<file path="src/sv/syn_cookie_pad_hash_assert.svh">
// Assertion shorthands shared by the cookie pipeline modules.
`ifndef SYN_COOKIE_PAD_HASH_ASSERT_SVH
`define SYN_COOKIE_PAD_HASH_ASSERT_SVH

// Checked on every clock edge once reset is released.
`define SCPH_ASSERT(label, prop, msg) \
   label: assert property (@(posedge clock) disable iff (reset) prop) else $error(msg);

// Checked on every clock edge, reset included.
`define SCPH_ASSERT_ALWAYS(label, prop, msg) \
   label: assert property (@(posedge clock) prop) else $error(msg);

`endif

</file>
<file path="src/sv/scph_pkg.sv">
`timescale 1ns / 1ps
package scph_pkg;

   localparam int WORD_W    = 32;
   localparam int PAD_ROWS  = 6;
   localparam int PAD_COLS  = 256;
   localparam int COL_W     = 8;
   localparam int ROW_W     = 3;
   localparam int BANK_DEPTH = 2 * PAD_COLS;
   localparam int BANK_AW   = $clog2(BANK_DEPTH);
   localparam int MSS_W     = 16;
   localparam int CLS_W     = 3;
   localparam int NUM_BOUNDS = 7;

   localparam logic OP_WRITE   = 1'b0;
   localparam logic OP_COMPUTE = 1'b1;

   localparam logic [MSS_W-1:0] MSS_BOUND [NUM_BOUNDS] = '{
      16'd256, 16'd468, 16'd536, 16'd996, 16'd1452, 16'd1460, 16'd8960
   };

   typedef logic [WORD_W-1:0] word_type;

   // sideband carried alongside the hash words
   typedef struct packed {
      logic             sel;
      logic [CLS_W-1:0] cls;
      word_type         key;
   } ctl_type;

   // number of MSS thresholds reached; thresholds ascend so this is the class
   function automatic logic [CLS_W-1:0] mss_class(input logic [MSS_W-1:0] mss);
      logic [CLS_W-1:0] k;
      k = '0;
      for (int i = 0; i < NUM_BOUNDS; i++) begin
         if (mss >= MSS_BOUND[i]) begin
            k = k + CLS_W'(1);
         end
      end
      return k;
   endfunction

endpackage

</file>
<file path="src/sv/scph_mul.sv">
`timescale 1ns / 1ps
module scph_mul #(
   parameter int CARRY_WORDS = 1
) (
   input  logic                                          clock,
   input  logic                                          reset,
   input  logic                                          en,
   input  logic                                          valid_in,
   input  scph_pkg::word_type                            a_in,
   input  scph_pkg::word_type                            b_in,
   input  scph_pkg::word_type                            c_in,
   input  logic [CARRY_WORDS-1:0][scph_pkg::WORD_W-1:0]  carry_in,
   input  scph_pkg::ctl_type                             ctl_in,
   output logic                                          valid_out,
   output scph_pkg::word_type                            prod_out,
   output logic [CARRY_WORDS-1:0][scph_pkg::WORD_W-1:0]  carry_out,
   output scph_pkg::ctl_type                             ctl_out
);
   import scph_pkg::*;

   logic                                 valid_ff;
   word_type                             prod_ff, prod_in;
   logic [CARRY_WORDS-1:0][WORD_W-1:0]   carry_ff;
   ctl_type                              ctl_ff;

   // (a ^ b) * c, low word only
   assign prod_in = WORD_W'((a_in ^ b_in) * c_in);

   always_ff @(posedge clock) begin
      if (reset) begin
         valid_ff <= 1'b0;
      end else if (en) begin
         valid_ff <= valid_in;
      end
   end

   always_ff @(posedge clock) begin
      if (en) begin
         prod_ff  <= prod_in;
         carry_ff <= carry_in;
         ctl_ff   <= ctl_in;
      end
   end

   assign valid_out = valid_ff;
   assign prod_out  = prod_ff;
   assign carry_out = carry_ff;
   assign ctl_out   = ctl_ff;

`include "syn_cookie_pad_hash_assert.svh"

   `SCPH_ASSERT(a_mul_valid_src, $rose(valid_out) |-> ($past(valid_in) && $past(en)), "mul stage valid from nowhere")

endmodule

</file>
<file path="config.mk">
export PLATFORM = sky130hd
export DESIGN_NAME = scph_mul
export DESIGN_NICKNAME = d
export VERILOG_FILES = /design/src/sv/scph_pkg.sv /design/src/sv/scph_mul.sv
export VERILOG_INCLUDE_DIRS = /design/src /design/src/sv
export SDC_FILE = /design/constraint.sdc
export NUM_CORES = 1
export LEC_CHECK = 0
export BUFFER_PORTS_ARGS = -buffer_cell sky130_fd_sc_hd__buf_4
export CORE_MARGIN = 2
export CORE_UTILIZATION = 45
export CTS_BUF_LIST = sky130_fd_sc_hd__clkbuf_16
export CTS_CLUSTER_DIAMETER = 200
export DETAILED_ROUTE_END_ITERATION = 8
export PLACE_DENSITY = 0.65
export SYNTH_ARGS = -nofsm -noshare
export SYNTH_HDL_FRONTEND = slang
export SYNTH_SLANG_ARGS = --single-unit
</file>
<file path="constraint.sdc">
create_clock -name clock -period 10.7 [get_ports clock]
set_clock_uncertainty 0.1 [all_clocks]
set_input_delay 2.14 -clock clock [delete_from_list [all_inputs] [get_ports clock]]
set_output_delay 2.14 -clock clock [all_outputs]
set_load 0.01 [all_outputs]
</file>
# After elaboration in Yosys (flattened, before gate mapping)
# Index checks and enable logic that the tools add are counted.
[word_totals] reg_bits=101 latch_bits=0 ram_bits=0 romBits=0 output_inout_bits=101 wordCells=8 mem_count=0
[classes] n_addsub=0 multipliers=1 div_mod_pow=0 magnitude_cmp=0 n_eq_ne=0 shift=0 n_mux=0 bitwise_logic=1 reduce_logical=0
[op_table] op="32-bit by 32-bit multiplier with 32-bit output" count=1
[op_table] op="32-bit XOR" count=1

# Longest topological paths before layout
# Gate-level depths: netlist of the first run.
[logic_depth] ltp_word=2 depth_mapped=28 ltp_nobuf=26

# Worst setup path before layout of the first run
# Ideal clock, no wire load.
[synth_path] path_type="in2reg" startpoint="input port b_in[12]" endpoint="register prod_ff[30], in the netlist prod_out[30], data pin" arrival_time_ns=8.437 path_slack_ns=1.905 cell_stages=23 path_buffers=2 cell_sequence="xor2_1 > clkbuf_1 > clkbuf_1 > nand2_1 > fa_1 > fa_1 > fa_1 > inv_1 > fa_1 > inv_1 > fa_1 > inv_1 > fa_1 > fa_1 > fa_1 > ha_1 > nor2b_1 > or4_1 > o21ai_0 > a21oi_1 > a211o_1 > a21oi_1 > xnor2_1"
[synth_via] elab_chain_cells=2
[synth_lines] item="from (decl)" line_no="scph_mul.sv:10" text="input scph_pkg::word_type b_in,"
[synth_lines] item="32-bit XOR" line_no="scph_mul.sv:27" text="assign prod_in = WORD_W'((a_in ^ b_in) * c_in);"
[synth_lines] item="32-bit by 32-bit multiplier with 32-bit output" line_no="scph_mul.sv:27"
[synth_lines] item="via prod_in[30]" line_no="scph_mul.sv:22" text="word_type prod_ff, prod_in;"
[synth_lines] item="to (signal assigned)" line_no="scph_mul.sv:39" text="prod_ff <= prod_in;"
[synth_lines] item="to (decl)" line_no="scph_mul.sv:22"
# The timed path passes the listed nets, and every way through them passes these cells.
# A chain may end at the register's enable or synchronous reset.

# Worst setup path in the final report of the first run
[layout_path] startpoint="input port b_in[3]" endpoint="register prod_ff[31], in the netlist prod_out[31], data pin"
# The elaborated chain is that of the path after synthesis.

==> results of run 1 <==
## state kept, by name, indices dropped and copies added, names as in the netlist
| signal | count |
|---|---|
| carry_out | 32 |
| ctl_out | 36 |
| valid_out | 1 |
| prod_out | 32 |
## how the worst min path moves through the flow
| stage | end | slack [ns] | depth (start not counted) |
|---|---|---|---|
| 4_1_cts | valid_out$_SDFFE_PP0P_ | 0.44 | 2 |
| 5_1_grt | valid_out$_SDFFE_PP0P_ | 0.49 | 2 |
| 3_3_place_gp | valid_out$_SDFFE_PP0P_ | 0.38 | 2 |
| 2_1_floorplan | valid_out$_SDFFE_PP0P_ | 0.43 | 2 |
| 3_5_place_dp | valid_out$_SDFFE_PP0P_ | 0.42 | 2 |
| 6_report | valid_out$_SDFFE_PP0P_ | 0.42 | 2 |
## layer usage
| metal | part of all wire, % | track usage [%] | wire length [um] | vias to the layer above |
|---|---|---|---|---|
| li1 | - | - | - | 5888 |
| met1 | 41 | 29.6 | 20100 | 6695 |
| met2 | 50 | 39.7 | 24100 | 424 |
| met3 | 5.4 | 3.25 | 2610 | 68 |
| met4 | 3.5 | 8.44 | 1680 | 0 |
| met5 | 0 | 0 | 0 | - |
## stage by stage
step                      instance area [um2]  util (%)  hold WS (ns)
after global routing                    22100      52.6         0.488
after floorplan                         19100         -         0.428
after CTS                               22100      52.6         0.437
final                                   22100      52.6         0.421
after detailed placement                21800      51.9         0.424
after global placement                  21800      51.9         0.379
## cells by family after synthesis
| kind of cell | Yosys count | synth area share, % |
|---|---|---|
| and+or+nand+nor | 583 | 16.7 |
| adders and majority gates | 531 | 50.8 |
| buffers and inverters | 438 | 8.60 |
| xor gates and xnor gates | 118 | 5.84 |
| DFF | 101 | 15.8 |
| AOI/OAI and AO/OA | 69 | 2.23 |
| muxes | 1 | 0.0524 |
## final cells by class
class / instances / area (um2)
Clock buffer: 9 / 225
Fill cell: 3739 / 19900
Tap cell: 539 / 674
Inverter: 359 / 1350
Multi-Input combinational cell: 1302 / 14500
Sequential cell: 101 / 3020
Timing Repair Buffer: 298 / 2240
Clock inverter: 7 / 67.6
## worst reg2reg max path: stages (launching register included)
cell	delay (ns)
dfxtp_1	0.31
mux2i_1	0.12
nor2_1	0.05
## layout by cell type, fill, tap and decap left out, types with 3 or more instances in the layout
| cell | netlist | layout |
|---|---|---|
| o21ai_1 | 4 | 4 |
| nand2_1 | 173 | 173 |
| a21oi_1 | 26 | 26 |
| nand3_1 | 7 | 7 |
| o21bai_1 | 3 | 3 |
| xor2_2 | 7 | 11 |
| a21o_1 | 14 | 14 |
| and2_1 | 362 | 362 |
| fa_1 | 408 | 408 |
| nor3_1 | 3 | 3 |
| clkbuf_16 | 0 | 9 |
| xor2_1 | 42 | 37 |
| buf_4 | 0 | 298 |
| edfxtp_1 | 100 | 100 |
| nor2b_1 | 4 | 4 |
| xnor2_1 | 65 | 65 |
| o21ai_0 | 8 | 8 |
| nand2_2 | 3 | 3 |
| a211oi_1 | 4 | 4 |
| and2_2 | 5 | 5 |
| nor2_1 | 13 | 13 |
| inv_1 | 359 | 359 |
| xnor2_2 | 4 | 4 |
| ha_1 | 123 | 123 |
| o21a_1 | 3 | 3 |
==> summary.txt, run 1 <==
Status - finished, final reports clean
RR Endpoint - valid_out$_SDFFE_PP0P_
Max incr delay on CP - 1.08 ns
CP Cell Sequence - buf_4 -> xor2_2 -> and2_1 -> fa_1 -> fa_1 -> fa_1 -> inv_1 -> fa_1 -> inv_1 -> fa_1 -> ha_1 -> fa_1 -> fa_1 -> ha_1 -> a21o_1 -> a21o_1 -> a21oi_1 -> a31oi_1 -> o31ai_1 -> buf_4 -> nand2b_1 -> nor3b_1 -> o21ai_0 -> xnor2_1
DP HPWL - 39.1 mm
# Post-CTS Setup Buffers - 0
Worst path bufs/invs - 4
Clock Tree Root - clkbuf_16
Longest Clk Path Bufs - 2
Highest Clock Rate - 0.105 GHz
Synth warn - 0
Synthesized area - 0.0191 mm2
Most common cell in the synthesized netlist - fa_1
Setup crit end - prod_out[31]$_DFFE_PP_
ANT nets after route - 0
Largest net degree at the start of global routing - 84
RSZ-0062 raised after global routing - false
EDFF count, synth - 100
Actual slew at the worst max-slew pin - 1.41 ns
# Max-Cap Violations - 0
Sequential area share after synthesis - 15.8%
Worst reg2reg setup slack - 10.01 ns
Worst R2R Path Depth - 2
Critical path type - input port to flop
DR pass1 iterations - 5
DRC viols - 0
Rows - 75
Initial antenna violation count - 0
CP arrival - 9.54 ns
Placed insts - 2,599
Clock sinks - 101
Top FF cell, synth - edfxtp_1
Area contributors post-synth - fa_1 (43%), edfxtp_1 (16%), and2_1 (12%)
Syn Inst Count - 1,841
DIE WIDTH - 210 um
Worst flop-to-flop path startpoint - valid_out$_SDFFE_PP0P_
Layout cells sized above 1 - 16.3%
Synth Net Count - 2,540
Die span in y - 210 um
Seq cells post-synth - 101
Worst-path clk slew - 0.07 ns
Grt ovf - 0
Kind of end point of the critical path - flop
Vias in the first global route - 14,300
Vias per inst - 5.00
Antenna diode count - 0
Slew Viols, Final - 0
Number of distinct library cells after synthesis - 41
Post-synth top cells - fa_1 (408), and2_1 (362), inv_1 (359), nand2_1 (173), ha_1 (123)
Sum of negative setup slack - 0 ns
DRT Wirelength - 48.5 mm
Min-delay src - valid_out$_SDFFE_PP0P_
WP depth - 24
Period minus WS final - 9.53 ns
CP max stage cell - xor2_2
Setup crit start - b_in[3]
Period Utilization, post-route - 89.1%
# nets final - 2,770
Hold Crit Class - flop to flop
TritonCTS Buffers - 9
Startpoint class of the critical path - input port
Final hold vios - 0
Ports - 269
Synth top area share - 42.7%
Crit-path max FO - 21
Die ar. - 0.0441 mm2
RePlAce Congestion - 0.875
GRT Total Usage - 23.0%
Routed wire per std cell - 18.5 um
Skew-Pair Late Insertion Delay - 0.36 ns
1st-iter DRT viols - 753
IO Port Bufs - 268
H-tree depth - 3
Critical Path Most Common Cell - fa_1
Largest area contributor in the netlist - fa_1
Setup ws final - 1.17 ns
Synth Area per Inst - 10.4 um2
First-pass GRT wire length - 77.7 mm
Starting Density - 45.6%
Max-slew headroom - 5.89%
Worst path top cell family by delay - adder cells
Syn-to-layout area delta - 15.5%
Pre-CTS setup slack - 0.856 ns
CTS tree - done
Via Count - 13,100
Non-filler instance count after layout - 2,615
# setup viols final - 0
Worst EP required - 10.71 ns
Post_cts resized - 0
Core area - 0.0419 mm2
Hold buffer count at CTS - 0
Fraction of registers with async set/reset - 0%
Power of run 1 is left out: the tool's default activity adds up to more than one toggle a clock period on the data nets, which glitch-free logic cannot reach.
==> inputs of run 2 (changes only) <==
--- a/config.mk
+++ b/config.mk
@@ -13,6 +13,7 @@
 export CTS_CLUSTER_DIAMETER = 200
 export DETAILED_ROUTE_END_ITERATION = 8
 export PLACE_DENSITY = 0.65
+export RECOVER_POWER = 100
 export SYNTH_ARGS = -nofsm -noshare
 export SYNTH_HDL_FRONTEND = slang
 export SYNTH_SLANG_ARGS = --single-unit
==> run 2 against run 1 <==
Net effect:
- the flow now finishes with violations (capacitance limit, slew limit)
- wire length about the same
- register-to-register slack about the same
- sequential share of layout area grew 0.26 points
- global-route usage unchanged
- setup slack got worse by 0.13 ns
- largest cell class unchanged
- worst hold slack got worse by 0.0032 ns
- cell count is the same
- die area did not move
==> summary.txt, run 2 (synthesis gave the netlist of run 1 again) <==
Worst Hold Path EP - valid_out$_SDFFE_PP0P_
Longest Clk Path Bufs - 2 (unchanged)
Pre-CTS setup slack - 0.856 ns (unchanged)
Slew Viols, Final - 84 (+84)
Final hold vios - 0 (unchanged)
Kind of end point of the critical path - flop
Critical path type - input port to flop
Via Count - 13,100 (+0.21%)
DR pass1 iterations - 5 (unchanged)
Skew-Pair Late Insertion Delay - 0.36 ns (about the same)
Status - complete, but fails checks
Startpoint class of the critical path - input port
Initial antenna violation count - 0 (unchanged)
Highest Clock Rate - 0.104 GHz (-1.4%)
Core area - 0.0419 mm2 (unchanged)
Vias per inst - 5.01 (+0.21%)
Routed wire per std cell - 18.6 um (about the same)
Die ar. - 0.0441 mm2 (unchanged)
Sum of negative setup slack - 0 ns (unchanged)
Clock Tree Root - clkbuf_16
Max reg flops - 36 (unchanged)
Die span in y - 210 um (unchanged)
Worst flop-to-flop path startpoint - valid_out$_SDFFE_PP0P_
Ports - 269 (unchanged)
Most frequent cells in the layout - fa_1 (408), inv_1 (359), and2_1 (358)
1st-iter DRT viols - 758 (+0.66%)
Crit-path max FO - 14 (-33%)
RSZ-0062 raised after global routing - false
# Post-CTS Setup Buffers - 0 (unchanged)
Hold buffer count at CTS - 0 (unchanged)
Hold Crit Class - flop to flop
Syn-to-layout area delta - 13.3%
Period minus WS final - 9.66 ns (+0.131 ns)
Largest net degree at the start of global routing - 84 (unchanged)
# nets final - 2,770 (unchanged)
Worst reg2reg setup slack - 10.00 ns (about the same)
Hold depth - 2 (unchanged)
Period Utilization, post-route - 90.3% (+1.2 points)
DRC viols - 0 (unchanged)
GRT Total Usage - 23.0% (unchanged)
DIE WIDTH - 210 um (unchanged)
# Max-Cap Violations - 1 (+1)
DP HPWL - 39.1 mm (unchanged)
Min Hold Slack - 0.418 ns (-0.00317 ns)
Worst R2R Path Depth - 2 (unchanged)
Failing checks - capacitance limit, slew limit
Layout cells sized above 1 - 11.1% (-5.2 points)
Starting Density - 45.6% (unchanged)
Setup ws final - 1.04 ns (-0.131 ns)
DRT Wirelength - 48.5 mm (about the same)
Most common cell after layout, fill and taps aside - fa_1
Rows - 75 (unchanged)
Antenna diode count - 0 (unchanged)
RePlAce Congestion - 0.875 (unchanged)
Non-filler instance count after layout - 2,615 (unchanged)
ANT nets after route - 0 (unchanged)
Min-delay src - valid_out$_SDFFE_PP0P_
Post_cts resized - 0 (unchanged)
Placed insts - 2,599 (unchanged)
Worst EP required - 10.71 ns (about the same)
RR Endpoint - valid_out$_SDFFE_PP0P_
Grt ovf - 0 (unchanged)
IO Port Bufs - 268 (unchanged)
Setup crit start - b_in[0]
TritonCTS Buffers - 9 (unchanged)
# setup viols final - 0 (unchanged)
H-tree depth - 3 (unchanged)
Actual slew at the worst max-slew pin - 4.55 ns (+3.14 ns)
CP arrival - 9.67 ns (+0.13 ns)
Max-slew headroom - -204% (-210 points)
CTS tree - done
Worst-path clk slew - 0.07 ns (about the same)
Vias in the first global route - 14,300 (unchanged)
First-pass GRT wire length - 77.7 mm (unchanged)
Clock sinks - 101 (unchanged)
-- run 2: cell types whose count changed in the layout (fill, tap and decap cells not counted), sizes merged --
cell and change:
buf -175, clkbuf +175
-- run 2: worst max-delay path by stage --
stage / slack (ns) / to / depth (start not counted)
after floorplan: 1.91 / prod_out[30]$_DFFE_PP_ / 23
after global placement: 0.92 / prod_out[31]$_DFFE_PP_ / 24
after detailed placement: 0.86 / prod_out[31]$_DFFE_PP_ / 24
after CTS: 1.26 / prod_out[31]$_DFFE_PP_ / 24
after global routing: 0.76 / prod_out[31]$_DFFE_PP_ / 25
final: 1.04 / prod_out[31]$_DFFE_PP_ / 23
-- run 2: cell type report --
type                       instances  area, um2
clock inverter                     7       67.6
sequential                       101       3020
tap                              539        674
timing repair buffer             298       1840
clock buffer                       9        225
multi-input combinational       1302      14500
fill                            3822      20300
inverter                         359       1350
-- run 2: per-layer routing --
metal	share of wire, %	vias to the layer above	GRT usage [%]
met5	0	-	0
met4	3.4	0	8.44
met3	5.0	68	3.25
met2	50	402	39.7
met1	42	6745	29.6
li1	-	5888	-
-- run 2: through the flow --
step | area [um2] | utilization (%)
2_1_floorplan | 19100 | -
3_3_place_gp | 21800 | 51.9
3_5_place_dp | 21800 | 51.9
4_1_cts | 22100 | 52.6
5_1_grt | 21700 | 51.6
6_report | 21700 | 51.6
-- run 2: worst max-delay path, cell delays in order --
cell,delay [ns]
clkbuf_4,0.11
xor2_1,0.99
clkbuf_1,0.78
clkbuf_1,0.38
and2_1,0.19
ha_1,0.25
ha_1,0.32
fa_1,0.48
fa_1,0.49
inv_1,0.05
fa_1,0.45
fa_1,0.51
fa_1,0.43
fa_1,0.40
xnor2_1,0.15
xnor2_1,0.25
xnor2_1,0.17
xnor2_1,0.15
xnor2_1,0.16
xnor2_1,0.11
xnor2_1,0.30
xnor2_1,0.26
xnor2_1,0.13
Power of run 2 is left out for the same reason.
==> inputs of run 3 (changes only) <==
==> constraint.sdc (replaced) <==
create_clock -name clock -period 11.3 [get_ports clock]
set_clock_uncertainty 0.1 [all_clocks]
set_input_delay 2.26 -clock clock [delete_from_list [all_inputs] [get_ports clock]]
set_output_delay 2.26 -clock clock [all_outputs]
set_load 0.01 [all_outputs]
==> run 3 against run 2 <==
Net effect:
- the run still ends with capacitance limit, slew limit left
- global-route usage fell by 0.11 points
- non-clock buffer count fell by 4
- flip-flop and latch count did not move
- cell count fell by 0.15%
- wire length fell by 0.53%
- worst hold slack got worse by 0.019 ns
- critical endpoint unchanged
- highest routed layer unchanged
==> summary.txt, run 3 (synthesis gave the netlist of run 1 again) <==
Actual slew at the worst max-slew pin - 3.69 ns (-0.865 ns)
Failing checks - capacitance limit, slew limit
Via Count - 13,000 (-0.63%)
Skew-Pair Late Insertion Delay - 0.37 ns (about the same)
Most common cell after layout, fill and taps aside - fa_1
Max incr delay on CP - 1.31 ns (+0.32 ns)
Status - complete, but fails checks
# Post-CTS Setup Buffers - 0 (unchanged)
Longest Clk Path Bufs - 2 (unchanged)
Core area - 0.0419 mm2 (unchanged)
1st-iter DRT viols - 747 (-1.5%)
Starting Density - 45.6% (unchanged)
Syn-to-layout area delta - 13.5%
Rows - 75 (unchanged)
Die span in y - 210 um (unchanged)
Grt ovf - 0 (unchanged)
CTS tree - done
Period Utilization, post-route - 88.9%
Non-filler instance count after layout - 2,611 (-0.15%)
# nets final - 2,766 (-0.14%)
Worst EP required - 11.32 ns (+0.61 ns)
Critical Path Most Common Cell - xnor2_1
Slew Viols, Final - 121 (+44%)
Hold buffer count at CTS - 0 (unchanged)
Startpoint class of the critical path - input port
Most frequent cells in the layout - fa_1 (408), inv_1 (359), and2_1 (359)
Clock sinks - 101 (unchanged)
Vias per inst - 4.99 (-0.48%)
Final hold vios - 0 (unchanged)
# Max-Cap Violations - 3 (+2)
Crit-path max FO - 16 (+2)
Die ar. - 0.0441 mm2 (unchanged)
DR pass1 iterations - 6 (+1)
Period minus WS final - 10.05 ns
Sum of negative setup slack - 0 ns (unchanged)
Antenna diode count - 0 (unchanged)
DIE WIDTH - 210 um (unchanged)
Routed wire per std cell - 18.5 um (-0.38%)
CP arrival - 10.06 ns (+0.39 ns)
Largest net degree at the start of global routing - 69 (-18%)
# setup viols final - 0 (unchanged)
Max-slew headroom - -146% (+58 points)
CP max stage cell - xor2_1
Kind of end point of the critical path - flop
Critical path type - input port to flop
Initial antenna violation count - 0 (unchanged)
Layout cells sized above 1 - 11.1% (-0.075 points)
H-tree depth - 3 (unchanged)
DP HPWL - 39.1 mm (about the same)
First-pass GRT wire length - 77.1 mm (-0.68%)
Highest Clock Rate - 0.0996 GHz
Clock Tree Root - clkbuf_16
Worst-path clk slew - 0.08 ns (about the same)
Hold Crit Class - flop to flop
DRC viols - 0 (unchanged)
Max reg flops - 36 (unchanged)
Ports - 269 (unchanged)
Post_cts resized - 0 (unchanged)
ANT nets after route - 0 (unchanged)
GRT Total Usage - 22.9% (-0.11 points)
Placed insts - 2,595 (-0.15%)
IO Port Bufs - 268 (unchanged)
RSZ-0062 raised after global routing - false
RePlAce Congestion - 0.836 (-4.4%)
Vias in the first global route - 14,100 (-1.6%)
TritonCTS Buffers - 9 (unchanged)
Filler instances - 3,902 (+2.1%)
DRT Wirelength - 48.3 mm (-0.53%)
run 3: changes by cell type in the layout (fill, tap and decap cells not counted), sizes merged:
cell / delta
clkinvlp: -1
clkbuf: -1
buf: -3
inv: +1
run 3: through the flow:
stage / hold WS [ns] / worst slack [ns] / instance area (um2) / util [%]
2_1_floorplan: 0.428 / 2.39 / 19100 / -
3_3_place_gp: 0.380 / 1.61 / 21800 / 52.0
3_5_place_dp: 0.392 / 1.39 / 21800 / 52.0
4_1_cts: 0.410 / 1.84 / 22100 / 52.7
5_1_grt: 0.468 / 0.792 / 21700 / 51.7
6_report: 0.398 / 1.25 / 21700 / 51.7
run 3: cell type report:
cell class / instances / area (um2) / share of cell area (%)
Clock buffer: 9 / 225 / 1.04
Timing Repair Buffer: 294 / 1810 / 8.36
Tap cell: 539 / 674 / 3.11
Sequential cell: 101 / 3020 / 13.9
Multi-Input combinational cell: 1302 / 14500 / 67.0
Clock inverter: 7 / 81.3 / 0.375
Inverter: 359 / 1350 / 6.21
run 3: worst max-delay path: cells and delay by family:
| family | cells | cell delay [ns] |
|---|---|---|
| buffers and inverters | 6 | 1.25 |
| XOR/XNOR | 10 | 2.96 |
| adder cells (fa/ha/maj) | 8 | 3.35 |
| AND/OR/NAND/NOR | 1 | 0.23 |
run 3: routing by layer:
metal / share of wire, % / up-vias / track usage [%]
met3: 5.2 / 58 / 3.26
met1: 43 / 6672 / 30.7
met4: 2.7 / 0 / 6.87
met5: 0 / - / 0
li1: - / 5884 / -
met2: 49 / 406 / 38.8
run 3: path summary, 6_finish.rpt:
path                            cells past startpoint                     end  slack, ns                   start
worst min-delay path                                2  valid_out$_SDFFE_PP0P_       0.40  valid_out$_SDFFE_PP0P_
worst min register to register                      2  valid_out$_SDFFE_PP0P_       0.40  valid_out$_SDFFE_PP0P_
worst max register to register                      2  valid_out$_SDFFE_PP0P_      10.60  valid_out$_SDFFE_PP0P_
worst max-delay path                               25  prod_out[31]$_DFFE_PP_       1.25                 b_in[0]
Power of run 3 is left out for the same reason.
